File: config.mk
export PLATFORM = sky130hd
export DESIGN_NAME = contact_pair_broad_phase_filter
export DESIGN_NICKNAME = d
export VERILOG_FILES = /design/src/sv/cpbpf_pkg.sv /design/src/sv/cpbpf_geom.sv /design/src/sv/contact_pair_broad_phase_filter.sv
export SDC_FILE = /design/constraint.sdc
export NUM_CORES = 2
export LEC_CHECK = 0
export BUFFER_PORTS_ARGS = -buffer_cell sky130_fd_sc_hd__buf_4
export CORE_ASPECT_RATIO = 1.4
export CORE_MARGIN = 2
export CORE_UTILIZATION = 30
export DETAILED_ROUTE_END_ITERATION = 8
export HOLD_SLACK_MARGIN = 0.02
export SLEW_MARGIN = 10
export SYNTH_ARGS = -nofsm -noshare
export SYNTH_HDL_FRONTEND = slang
export SYNTH_SLANG_ARGS = --single-unit
File: constraint.sdc
create_clock -name clock -period 9.9 [get_ports clock]
set_input_delay 0 -clock clock [delete_from_list [all_inputs] [get_ports clock]]
set_output_delay 0 -clock clock [all_outputs]
set_load 0.02 [all_outputs]
File: src/sv/cpbpf_pkg.sv
// ============================================================================
// cpbpf_pkg: shared definitions for the contact pair broad-phase filter
// Parameter defaults, request function codes, register indexes and the
// status group that the geometry unit returns to the top level.
// ============================================================================
package cpbpf_pkg;

   // Defaults for the top-level parameters.
   localparam int LIST_DEPTH_DEFAULT = 16;
   localparam int ID_BITS_DEFAULT    = 8;
   localparam int POS_BITS_DEFAULT   = 24;

   // Fixed field widths.
   localparam int RADIUS_BITS    = 23;
   localparam int FUNC_BITS      = 2;
   localparam int CSR_INDEX_BITS = 3;
   localparam int RSP_TDATA_BITS = 8;

   // Request function codes, carried on req_tuser.
   localparam logic [FUNC_BITS-1:0] FUNC_QUERY       = 2'd0;
   localparam logic [FUNC_BITS-1:0] FUNC_ADD_BANNED  = 2'd1;
   localparam logic [FUNC_BITS-1:0] FUNC_ADD_ALLOWED = 2'd2;

   // Configuration register indexes.
   localparam logic [CSR_INDEX_BITS-1:0] CSR_OWN_CHECK_ENABLE = 3'd0;
   localparam logic [CSR_INDEX_BITS-1:0] CSR_OWN_RADIUS       = 3'd1;
   localparam logic [CSR_INDEX_BITS-1:0] CSR_OWN_CENTER_X     = 3'd2;
   localparam logic [CSR_INDEX_BITS-1:0] CSR_OWN_CENTER_Y     = 3'd3;
   localparam logic [CSR_INDEX_BITS-1:0] CSR_OWN_CENTER_Z     = 3'd4;
   localparam logic [CSR_INDEX_BITS-1:0] CSR_PROHIBIT_MODE    = 3'd5;

   // Status of the geometry unit as seen by the top level.
   typedef struct packed {
      logic busy;
      logic pass;
   } geom_status_type;

endpackage

File: src/sv/cpbpf_geom.sv
// ============================================================================
// cpbpf_geom: sphere pair geometry test
// For each axis in turn, checks the strict box overlap and then squares and adds the
// centre offset through one shared multiplier; at the end compares the sum of squares
// with the square of the radius sum.
// ============================================================================
module cpbpf_geom #(
   parameter int POS_BITS = cpbpf_pkg::POS_BITS_DEFAULT
) (
   input  logic                              clock,
   input  logic                              reset,
   input  logic                              start,
   input  logic [cpbpf_pkg::RADIUS_BITS-1:0] own_radius,
   input  logic signed [POS_BITS-1:0]        own_center_x,
   input  logic signed [POS_BITS-1:0]        own_center_y,
   input  logic signed [POS_BITS-1:0]        own_center_z,
   input  logic [cpbpf_pkg::RADIUS_BITS-1:0] other_radius,
   input  logic signed [POS_BITS-1:0]        other_center_x,
   input  logic signed [POS_BITS-1:0]        other_center_y,
   input  logic signed [POS_BITS-1:0]        other_center_z,
   output cpbpf_pkg::geom_status_type        status
);

   localparam int MAG_BITS  = cpbpf_pkg::RADIUS_BITS + 1;
   localparam int DIFF_BITS = POS_BITS + 1;
   localparam int CMP_BITS  = (DIFF_BITS > MAG_BITS) ? DIFF_BITS : MAG_BITS;
   localparam int PROD_BITS = 2 * MAG_BITS;
   localparam int ACC_BITS  = PROD_BITS + 2;
   localparam logic [1:0] LAST_AXIS = 2'd2;

   typedef enum logic [5:0] {
      G_IDLE    = 6'b000001,
      G_AXIS    = 6'b000010,
      G_SQUARE  = 6'b000100,
      G_ACCUM   = 6'b001000,
      G_LIMIT   = 6'b010000,
      G_COMPARE = 6'b100000
   } geom_state_type;

   geom_state_type state_ff, state_in;
   logic [1:0] axis_ff, axis_in;
   logic pass_ff, pass_in;
   logic [MAG_BITS-1:0] rsum_ff, rsum_in;
   logic [MAG_BITS-1:0] mag_ff, mag_in;
   logic [PROD_BITS-1:0] prod_ff, prod_in;
   logic [ACC_BITS-1:0] acc_ff, acc_in;
   logic signed [POS_BITS-1:0] oth_x_ff, oth_y_ff, oth_z_ff;

   logic signed [POS_BITS-1:0] own_c, oth_c;
   logic signed [DIFF_BITS-1:0] diff;
   logic [DIFF_BITS-1:0] abs_diff;
   logic [CMP_BITS-1:0] abs_ext, rsum_ext;
   logic box_reject;

   // Select the current axis and form the magnitude of the centre offset.
   always_comb begin
      unique case (axis_ff)
         2'd0:    begin own_c = own_center_x; oth_c = oth_x_ff; end
         2'd1:    begin own_c = own_center_y; oth_c = oth_y_ff; end
         default: begin own_c = own_center_z; oth_c = oth_z_ff; end
      endcase
      diff = {own_c[POS_BITS-1], own_c} - {oth_c[POS_BITS-1], oth_c};
      abs_diff = diff[DIFF_BITS-1] ? DIFF_BITS'(-diff) : DIFF_BITS'(diff);
      abs_ext = CMP_BITS'(abs_diff);
      rsum_ext = CMP_BITS'(rsum_ff);
      // Both box conditions reduce to the offset reaching the radius sum.
      box_reject = (abs_ext >= rsum_ext);
   end

   // Sequencer: box step and square/accumulate per axis, then the limit.
   always_comb begin
      state_in = state_ff;
      axis_in  = axis_ff;
      pass_in  = pass_ff;
      rsum_in  = rsum_ff;
      mag_in   = mag_ff;
      prod_in  = prod_ff;
      acc_in   = acc_ff;
      unique case (state_ff)
         G_IDLE: begin
            if (start) begin
               rsum_in  = MAG_BITS'(own_radius) + MAG_BITS'(other_radius);
               axis_in  = 2'd0;
               acc_in   = '0;
               state_in = G_AXIS;
            end
         end
         G_AXIS: begin
            if (box_reject) begin
               pass_in  = 1'b0;
               state_in = G_IDLE;
            end else begin
               mag_in   = abs_ext[MAG_BITS-1:0];
               state_in = G_SQUARE;
            end
         end
         G_SQUARE: begin
            prod_in  = PROD_BITS'(mag_ff) * PROD_BITS'(mag_ff);
            state_in = G_ACCUM;
         end
         G_ACCUM: begin
            acc_in = acc_ff + ACC_BITS'(prod_ff);
            if (axis_ff == LAST_AXIS) begin
               mag_in   = rsum_ff;
               state_in = G_LIMIT;
            end else begin
               axis_in  = axis_ff + 2'd1;
               state_in = G_AXIS;
            end
         end
         G_LIMIT: begin
            prod_in  = PROD_BITS'(mag_ff) * PROD_BITS'(mag_ff);
            state_in = G_COMPARE;
         end
         G_COMPARE: begin
            pass_in  = (acc_ff < ACC_BITS'(prod_ff));
            state_in = G_IDLE;
         end
         default: begin
            state_in = G_IDLE;
         end
      endcase
   end

   // Control state.
   always_ff @(posedge clock) begin
      if (reset) begin
         state_ff <= G_IDLE;
         axis_ff  <= 2'd0;
         pass_ff  <= 1'b0;
      end else begin
         state_ff <= state_in;
         axis_ff  <= axis_in;
         pass_ff  <= pass_in;
      end
   end

   // Datapath registers; the other centre is captured at start.
   always_ff @(posedge clock) begin
      rsum_ff <= rsum_in;
      mag_ff  <= mag_in;
      prod_ff <= prod_in;
      acc_ff  <= acc_in;
      if (start && (state_ff == G_IDLE)) begin
         oth_x_ff <= other_center_x;
         oth_y_ff <= other_center_y;
         oth_z_ff <= other_center_z;
      end
   end

   assign status.busy = (state_ff != G_IDLE);
   assign status.pass = pass_ff;

   // A new test is only started once the previous one has finished.
   assert property (@(posedge clock) disable iff (reset)
      start |-> (state_ff == G_IDLE))
      else $error("geometry unit started while busy");

   // The comparison step always returns the unit to idle.
   assert property (@(posedge clock) disable iff (reset)
      (state_ff == G_COMPARE) |=> (state_ff == G_IDLE))
      else $error("geometry unit did not finish after the comparison");

   // The axis counter never passes the last axis.
   assert property (@(posedge clock) disable iff (reset)
      (axis_ff == 2'd0) || (axis_ff == 2'd1) || (axis_ff == LAST_AXIS))
      else $error("geometry axis counter out of range");

endmodule

File: src/sv/contact_pair_broad_phase_filter.sv
// An add or unused code moves from the idle state to the result state; its result beat is then
// loaded into the output register once that register is empty or being read. A query waits in
// the query state until the walk of the selected table and the geometry unit's multiply sequence
// have both finished; the id memory is read one entry per cycle. Items are taken one at a time;
// the next request beat is taken in the cycle after the result is loaded into the output register.
// Reset (synchronous, active high) empties both tables and restores register defaults.
// ============================================================================
// contact_pair_broad_phase_filter: bounding sphere broad-phase contact filter
// Keeps banned and allowed id tables in one synchronous memory, applies the
// list rule by walking the selected table, and runs the sphere pair test in
// a separate multi-cycle geometry unit.
// ============================================================================
module contact_pair_broad_phase_filter #(
   parameter int LIST_DEPTH = cpbpf_pkg::LIST_DEPTH_DEFAULT,
   parameter int ID_BITS    = cpbpf_pkg::ID_BITS_DEFAULT,
   parameter int POS_BITS   = cpbpf_pkg::POS_BITS_DEFAULT,
   localparam int IN_BITS   = ID_BITS + 1 + cpbpf_pkg::RADIUS_BITS + 3 * POS_BITS,
   localparam int IN_TDATA_BITS = ((IN_BITS + 7) / 8) * 8,
   localparam int CSR_DATA_BITS =
      (POS_BITS > cpbpf_pkg::RADIUS_BITS) ? POS_BITS : cpbpf_pkg::RADIUS_BITS
) (
   input  logic                                 clock,
   input  logic                                 reset,
   // Request stream.
   input  logic                                 req_tvalid,
   output logic                                 req_tready,
   // other_id, other_check_enable, other_radius, other_center_x, _y, _z
   input  logic [IN_TDATA_BITS-1:0]             req_tdata,
   // func
   input  logic [cpbpf_pkg::FUNC_BITS-1:0]      req_tuser,
   // Result stream.
   output logic                                 rsp_tvalid,
   input  logic                                 rsp_tready,
   // possible, status
   output logic [cpbpf_pkg::RSP_TDATA_BITS-1:0] rsp_tdata,
   // Register write channel.
   input  logic                                 csr_valid,
   output logic                                 csr_ready,
   input  logic [cpbpf_pkg::CSR_INDEX_BITS-1:0] csr_index,
   input  logic [CSR_DATA_BITS-1:0]             csr_data
);

   localparam int RB        = cpbpf_pkg::RADIUS_BITS;
   localparam int OFF_EN    = ID_BITS;
   localparam int OFF_RAD   = ID_BITS + 1;
   localparam int OFF_X     = OFF_RAD + RB;
   localparam int OFF_Y     = OFF_X + POS_BITS;
   localparam int OFF_Z     = OFF_Y + POS_BITS;
   localparam int CNT_BITS  = $clog2(LIST_DEPTH + 1);
   localparam int ADDR_BITS = (LIST_DEPTH > 1) ? $clog2(LIST_DEPTH) : 1;
   localparam int MEM_DEPTH = 2 ** (ADDR_BITS + 1);
   localparam logic [CNT_BITS-1:0] DEPTH_CNT = CNT_BITS'(LIST_DEPTH);
   // Table select bit in the memory address.
   localparam logic TBL_BANNED  = 1'b0;
   localparam logic TBL_ALLOWED = 1'b1;

   typedef enum logic [2:0] {
      S_IDLE   = 3'b001,
      S_QUERY  = 3'b010,
      S_RESULT = 3'b100
   } state_type;

   // Request fields.
   logic [cpbpf_pkg::FUNC_BITS-1:0] req_func;
   logic [ID_BITS-1:0] req_id;
   logic req_check_enable;
   logic [RB-1:0] req_radius;
   logic signed [POS_BITS-1:0] req_cx, req_cy, req_cz;
   logic req_accept;

   // Configuration registers.
   logic own_check_enable_ff;
   logic [RB-1:0] own_radius_ff;
   logic signed [POS_BITS-1:0] own_center_x_ff, own_center_y_ff, own_center_z_ff;
   logic prohibit_mode_ff;

   // Control and item state.
   state_type state_ff, state_in;
   logic [CNT_BITS-1:0] banned_count_ff, banned_count_in;
   logic [CNT_BITS-1:0] allowed_count_ff, allowed_count_in;
   logic [CNT_BITS-1:0] idx_ff, idx_in;
   logic rd_pend_ff, rd_pend_in;
   logic hit_ff, hit_in;
   logic res_possible_ff, res_possible_in;
   logic res_status_ff, res_status_in;
   logic rsp_valid_ff, rsp_valid_in;
   logic rsp_possible_ff, rsp_status_ff;
   logic [ID_BITS-1:0] id_ff;
   logic oth_en_ff;

   // Memory ports.
   logic [ID_BITS-1:0] id_mem [MEM_DEPTH];
   logic [ID_BITS-1:0] mem_rd_ff;
   logic mem_we;
   logic [ADDR_BITS:0] mem_wa, mem_ra;
   logic [ID_BITS-1:0] mem_wd;

   logic [CNT_BITS-1:0] sel_count;
   logic walking, list_ok, geom_ok, geom_start, rsp_load;
   cpbpf_pkg::geom_status_type geom_stat;

   // Unpack the request beat.
   assign req_func         = req_tuser;
   assign req_id           = req_tdata[ID_BITS-1:0];
   assign req_check_enable = req_tdata[OFF_EN];
   assign req_radius       = req_tdata[OFF_X-1:OFF_RAD];
   assign req_cx           = req_tdata[OFF_Y-1:OFF_X];
   assign req_cy           = req_tdata[OFF_Z-1:OFF_Y];
   assign req_cz           = req_tdata[OFF_Z+POS_BITS-1:OFF_Z];

   assign req_tready = (state_ff == S_IDLE);
   assign req_accept = req_tvalid && req_tready;
   assign csr_ready  = 1'b1;

   // Register writes; indexes beyond the list are ignored.
   always_ff @(posedge clock) begin
      if (reset) begin
         own_check_enable_ff <= 1'b0;
         own_radius_ff       <= '0;
         own_center_x_ff     <= '0;
         own_center_y_ff     <= '0;
         own_center_z_ff     <= '0;
         prohibit_mode_ff    <= 1'b1;
      end else if (csr_valid && csr_ready) begin
         unique case (csr_index)
            cpbpf_pkg::CSR_OWN_CHECK_ENABLE: own_check_enable_ff <= csr_data[0];
            cpbpf_pkg::CSR_OWN_RADIUS:       own_radius_ff <= csr_data[RB-1:0];
            cpbpf_pkg::CSR_OWN_CENTER_X:     own_center_x_ff <= csr_data[POS_BITS-1:0];
            cpbpf_pkg::CSR_OWN_CENTER_Y:     own_center_y_ff <= csr_data[POS_BITS-1:0];
            cpbpf_pkg::CSR_OWN_CENTER_Z:     own_center_z_ff <= csr_data[POS_BITS-1:0];
            cpbpf_pkg::CSR_PROHIBIT_MODE:    prohibit_mode_ff <= csr_data[0];
            default: begin
            end
         endcase
      end
   end

   // Table walk: the selected table is read one entry per cycle.
   assign sel_count = prohibit_mode_ff ? banned_count_ff : allowed_count_ff;
   assign walking   = (idx_ff < sel_count);
   assign mem_ra    = {(prohibit_mode_ff ? TBL_BANNED : TBL_ALLOWED),
                       idx_ff[ADDR_BITS-1:0]};
   assign list_ok   = prohibit_mode_ff ? !hit_ff : hit_ff;
   assign geom_ok   = !(own_check_enable_ff && oth_en_ff) || geom_stat.pass;
   assign rsp_load  = (state_ff == S_RESULT) && (!rsp_valid_ff || rsp_tready);
   assign geom_start = req_accept && (req_func == cpbpf_pkg::FUNC_QUERY);

   // Item sequencing, table appends and the result hand-off.
   always_comb begin
      state_in         = state_ff;
      banned_count_in  = banned_count_ff;
      allowed_count_in = allowed_count_ff;
      idx_in           = idx_ff;
      rd_pend_in       = rd_pend_ff;
      hit_in           = hit_ff;
      res_possible_in  = res_possible_ff;
      res_status_in    = res_status_ff;
      mem_we           = 1'b0;
      mem_wa           = {TBL_BANNED, banned_count_ff[ADDR_BITS-1:0]};
      mem_wd           = req_id;
      unique case (state_ff)
         S_IDLE: begin
            if (req_accept) begin
               res_possible_in = 1'b0;
               res_status_in   = 1'b0;
               state_in        = S_RESULT;
               unique case (req_func)
                  cpbpf_pkg::FUNC_QUERY: begin
                     idx_in     = '0;
                     rd_pend_in = 1'b0;
                     hit_in     = 1'b0;
                     state_in   = S_QUERY;
                  end
                  cpbpf_pkg::FUNC_ADD_BANNED: begin
                     if (banned_count_ff < DEPTH_CNT) begin
                        mem_we          = 1'b1;
                        banned_count_in = banned_count_ff + CNT_BITS'(1);
                     end else begin
                        res_status_in = 1'b1;
                     end
                  end
                  cpbpf_pkg::FUNC_ADD_ALLOWED: begin
                     mem_wa = {TBL_ALLOWED, allowed_count_ff[ADDR_BITS-1:0]};
                     if (allowed_count_ff < DEPTH_CNT) begin
                        mem_we           = 1'b1;
                        allowed_count_in = allowed_count_ff + CNT_BITS'(1);
                     end else begin
                        res_status_in = 1'b1;
                     end
                  end
                  default: begin
                  end
               endcase
            end
         end
         S_QUERY: begin
            rd_pend_in = walking;
            if (walking) begin
               idx_in = idx_ff + CNT_BITS'(1);
            end
            if (rd_pend_ff && (mem_rd_ff == id_ff)) begin
               hit_in = 1'b1;
            end
            if (!walking && !rd_pend_ff && !geom_stat.busy) begin
               res_possible_in = list_ok && geom_ok;
               state_in        = S_RESULT;
            end
         end
         S_RESULT: begin
            if (rsp_load) begin
               state_in = S_IDLE;
            end
         end
         default: begin
            state_in = S_IDLE;
         end
      endcase
   end

   // Output register valid.
   always_comb begin
      rsp_valid_in = rsp_valid_ff;
      if (rsp_load) begin
         rsp_valid_in = 1'b1;
      end else if (rsp_tready) begin
         rsp_valid_in = 1'b0;
      end
   end

   // Control state.
   always_ff @(posedge clock) begin
      if (reset) begin
         state_ff         <= S_IDLE;
         banned_count_ff  <= '0;
         allowed_count_ff <= '0;
         idx_ff           <= '0;
         rd_pend_ff       <= 1'b0;
         hit_ff           <= 1'b0;
         rsp_valid_ff     <= 1'b0;
      end else begin
         state_ff         <= state_in;
         banned_count_ff  <= banned_count_in;
         allowed_count_ff <= allowed_count_in;
         idx_ff           <= idx_in;
         rd_pend_ff       <= rd_pend_in;
         hit_ff           <= hit_in;
         rsp_valid_ff     <= rsp_valid_in;
      end
   end

   // Payload registers.
   always_ff @(posedge clock) begin
      res_possible_ff <= res_possible_in;
      res_status_ff   <= res_status_in;
      if (req_accept) begin
         id_ff     <= req_id;
         oth_en_ff <= req_check_enable;
      end
      if (rsp_load) begin
         rsp_possible_ff <= res_possible_ff;
         rsp_status_ff   <= res_status_ff;
      end
   end

   // Id memory: one write port, one registered read port.
   always_ff @(posedge clock) begin
      if (mem_we) begin
         id_mem[mem_wa] <= mem_wd;
      end
      mem_rd_ff <= id_mem[mem_ra];
   end

   cpbpf_geom #(
      .POS_BITS(POS_BITS)
   ) u_geom (
      .clock          (clock),
      .reset          (reset),
      .start          (geom_start),
      .own_radius     (own_radius_ff),
      .own_center_x   (own_center_x_ff),
      .own_center_y   (own_center_y_ff),
      .own_center_z   (own_center_z_ff),
      .other_radius   (req_radius),
      .other_center_x (req_cx),
      .other_center_y (req_cy),
      .other_center_z (req_cz),
      .status         (geom_stat)
   );

   assign rsp_tvalid = rsp_valid_ff;
   assign rsp_tdata  = {{(cpbpf_pkg::RSP_TDATA_BITS - 2){1'b0}},
                        rsp_status_ff, rsp_possible_ff};

   // The geometry unit only runs while a query is in progress.
   assert property (@(posedge clock) disable iff (reset)
      geom_stat.busy |-> (state_ff == S_QUERY))
      else $error("geometry unit busy outside a query");

   // Neither table count ever passes the table depth.
   assert property (@(posedge clock) disable iff (reset)
      (banned_count_ff <= DEPTH_CNT) && (allowed_count_ff <= DEPTH_CNT))
      else $error("id table count beyond depth");

   // An add to a full banned table leaves its count unchanged.
   assert property (@(posedge clock) disable iff (reset)
      (req_accept && (req_func == cpbpf_pkg::FUNC_ADD_BANNED)
       && (banned_count_ff == DEPTH_CNT)) |=> $stable(banned_count_ff))
      else $error("add to a full table changed its count");

   // A result beat is only raised from the result state.
   assert property (@(posedge clock) disable iff (reset)
      $rose(rsp_valid_ff) |-> $past(state_ff == S_RESULT))
      else $error("result raised outside the result state");

endmodule
==> results.py <==
metrics = {
    "run_status": {
        "status": "completed",
    },
    "finish": {
        "nets": 5568,
        "num_antenna_cells": 0,
        "drive_gt1_frac": 0.0908,
        "multi_input_area_um2": 26400,
        "fill_cells": 15600,
        "fin_area_um2": 54400,
        "mostFrequentLayoutCells": "inv_1 (710), edfxtp_1 (486), nand2_1 (459), fa_1 (424), ha_1 (356)",
        "layout-area-overhead-vs-synth_pct": 15.7,
        "layout.area.seq_um2": 17300,
        "layout_commonest_cell": "inv_1",
        "utilization": 0.348,
    },
    "sta": {
        "fin_ws_ns": 1.82,
        "finalCritPeriodShare": 0.816,
        "rsz0062_at_grt": "no",
        "final-hold-violation-count": 0,
        "worst_clock_skew_ns": 0.0610,
        "worst_pin_slew_ns": 1.18,
        "final.setup.tns_ns": 0,
        "report.final.slew_viol_count": 0,
        "max_freq_mhz": 124,
        "slew_headroom": 0.210,
        "setup-violations-final": 0,
        "period_needed_ns": 8.08,
    },
    "global_routing": {
        "gr-total-overflow": 0,
        "grt_max_degree": 81,
        "grt_pass1_wl_um": 187000,
        "antenna_found_initial": 1,
        "grt_pass1_vias": 34300,
        "track_usage": 0.148,
    },
    "synthesis": {
        "yosysTopAreaCell": "edfxtp_1",
        "synth_enable_flop_cells": 486,
        "synthCells": 4385,
        "synth_area_leaders": "edfxtp_1 (31%), fa_1 (18%), ha_1 (9.5%)",
        "yosysWarnings": 0,
        "synth_seq_cells": 621,
        "synth_top_cell_area_share": 0.310,
        "synth_area_per_cell_um2": 10.7,
        "yosysSeqAreaShare": 0.368,
        "syn_area_um2": 47100,
        "synth-async-reset-ratio": 0,
        "ys.flop_type": "edfxtp_1",
        "yosys.cell_types.count": 91,
    },
    "detailed_routing": {
        "ant_nets": 0,
        "routed_wirelength_um": 119000,
        "drc": 0,
        "vias": 32500,
        "first_pass_iters": 5,
        "vias_per_cell": 4.79,
        "post_drt_wl_per_cell_um": 17.6,
        "drt_iter0_drc": 1925,
    },
    "run": {
        "maxCapViolCount": 0,
    },
    "clocking": {
        "cts.sinks": 621,
        "cts_tree": "built",
        "cts_root_buffer": "clkbuf_16",
        "clk_pin_slew_worst_paths_ns": 0.06,
        "cts_setup_buffers": 0,
        "numCtsBuffers": 61,
        "clk_latency_ns": 0.72,
        "ctsLongestPathBuffers": 3,
        "h-tree-depth": 2,
    },
    "power_and_ir_drop": {
        "irDropWorstVdd_uv": 672,
        "p_per_area_nw_per_um2": 284,
        "power_leakage_nw": 22.8,
    },
    "place": {
        "numPortBuffers": 141,
        "place_area_um2": 50300,
        "gp_congestion": 0.880,
        "place_ws_ns": 1.88,
        "place_hpwl_um": 87400,
    },
    "setup_path": {
        "path_cells": "nand2_1 > fa_1 > inv_1 > fa_1 > inv_1 > fa_1 > fa_1 > fa_1 > inv_1 > fa_1 > fa_1 > ha_1 > nand3_1 > nor2_1 > nand2_1 > a211oi_1 > o21bai_1 > a21o_1 > o21ai_0 > a21oi_1 > o31ai_1 > xor2_1",
        "endpoint_kind": "flop",
        "crit_path_frequent_cell": "fa_1",
        "startpoint_type": "flop",
        "cp.required_ns": 10.33,
        "crit_path_top_delay_cell": "edfxtp_1",
        "path_buf_inv": 3,
        "cpPeakStageDelay_ns": 1.11,
        "critPathMaxFanout": 21,
        "critical_path_class": "reg -> reg",
        "worst_ep_arrival_time_ns": 8.52,
        "cp_top_family": "adder cells",
    },
    "floorplan": {
        "core_um2": 156000,
        "die_y_um": 473,
        "die_x_um": 339,
        "ios": 149,
        "dieArea_um2": 160000,
        "row_count": 172,
        "start_util": 0.301,
    },
    "worst_hold_path": {
        "min_path_type": "in -> reg",
    },
}
-- worst reg2reg max path: cells and delay by family, from the launching register on --
kind,cells,cell delay [ns]
adder cells (fa/ha/maj),8,3.89
AO/OA/AOI/OAI,6,1.69
flip-flops,1,1.11
AND/OR/NAND/NOR,4,0.91
buffers and inverters,3,0.16
XOR/XNOR,1,0.10
-- registers in the layout, summed over array words and instances (netlist names), 6 cells and up --
signal	count
id_ff	8
id_mem	256
mem_rd_ff	8
own_center_x_ff	24
own_center_y_ff	24
own_center_z_ff	24
own_radius_ff	23
u_geom.acc_ff	50
u_geom.mag_ff	24
u_geom.oth_x_ff	24
u_geom.oth_y_ff	24
u_geom.oth_z_ff	24
u_geom.prod_ff	47
u_geom.rsum_ff	24
u_geom.state_ff	6
-- worst paths after layout --
kind         depth (start not counted)               from                  end  slack, ns
max                                 22  u_geom.mag_ff[12]   u_geom.prod_ff[44]       1.82
min                                  2      req_tdata[90]  u_geom.oth_z_ff[10]       0.06
max reg2reg                         22  u_geom.mag_ff[12]   u_geom.prod_ff[44]       1.82
min reg2reg                          0      res_status_ff        rsp_status_ff       0.43
-- kinds of logic (layout without fill, tap and decap cells) --
logic type | Yosys count | in the layout | share of synthesized area
buffers and inverters | 892 | 1203 | 0.0723
XOR/XNOR | 161 | 161 | 0.0301
multiplexers | 125 | 125 | 0.0487
other | 2 | 7 | 0.000160
AND/OR/NAND/NOR | 1119 | 1119 | 0.113
AO/OA/AOI/OAI | 683 | 683 | 0.0929
adder cells (fa/ha/maj) | 782 | 782 | 0.276
flip-flops | 621 | 621 | 0.368
-- power breakdown --
part           switching, W  total, W  leakage [nW]  internal, W
registers         0.0000469   0.00342          5.49      0.00337
clock network       0.00107   0.00244          1.01      0.00137
logic               0.00555   0.00961          16.3      0.00406
-- area by class of cell --
| class | instances | area share |
|---|---|---|
| Multi-Input combinational cell | 2877 | 0.486 |
| Sequential cell | 621 | 0.318 |
| Timing Repair Buffer | 374 | 0.0608 |
| Inverter | 713 | 0.0492 |
| Tap cell | 2088 | 0.0480 |
| Clock buffer | 84 | 0.0311 |
| Clock inverter | 32 | 0.00749 |
-- repair_timing --
item | 4_1_cts | 5_1_grt
resized for setup | 0 | 0
hold endpoints to repair | 485 | 0
hold buffers | 201 | 0
-- per-layer routing --
metal / global-route usage / up-vias / routed length, um
met4: 0.0545 / 2 / 4210
li1: - / 15300 / -
met3: 0.0177 / 226 / 4740
met2: 0.280 / 721 / 64000
met5: 0 / - / 13
met1: 0.169 / 16300 / 46200
-- cells in the mapped netlist, types with 38 or more instances --
master and instances:
nor2_1 230, and2_1 130, edfxtp_1 486, clkbuf_1 142
dfxtp_1 135, fa_1 424, nand2_1 459, inv_1 710
a21oi_1 296, mux4_2 80, o21ai_0 79, xnor2_1 110
ha_1 358, nand3_1 44, a21o_1 48, xor2_1 50
nor3_1 38
-- through the flow --
stage / power [W] / std cells / hold WS [ns]
after floorplan: 0.0106 / 4390 / 0.0989
after global placement: 0.0130 / 6472 / 0.179
after detailed placement: 0.0131 / 6472 / 0.179
after CTS: 0.0156 / 6789 / 0.0213
after global routing: 0.0168 / 6789 / 0.0335
final: 0.0155 / 6789 / 0.0621
No activity file was read; power rests on OpenSTA's default activity.
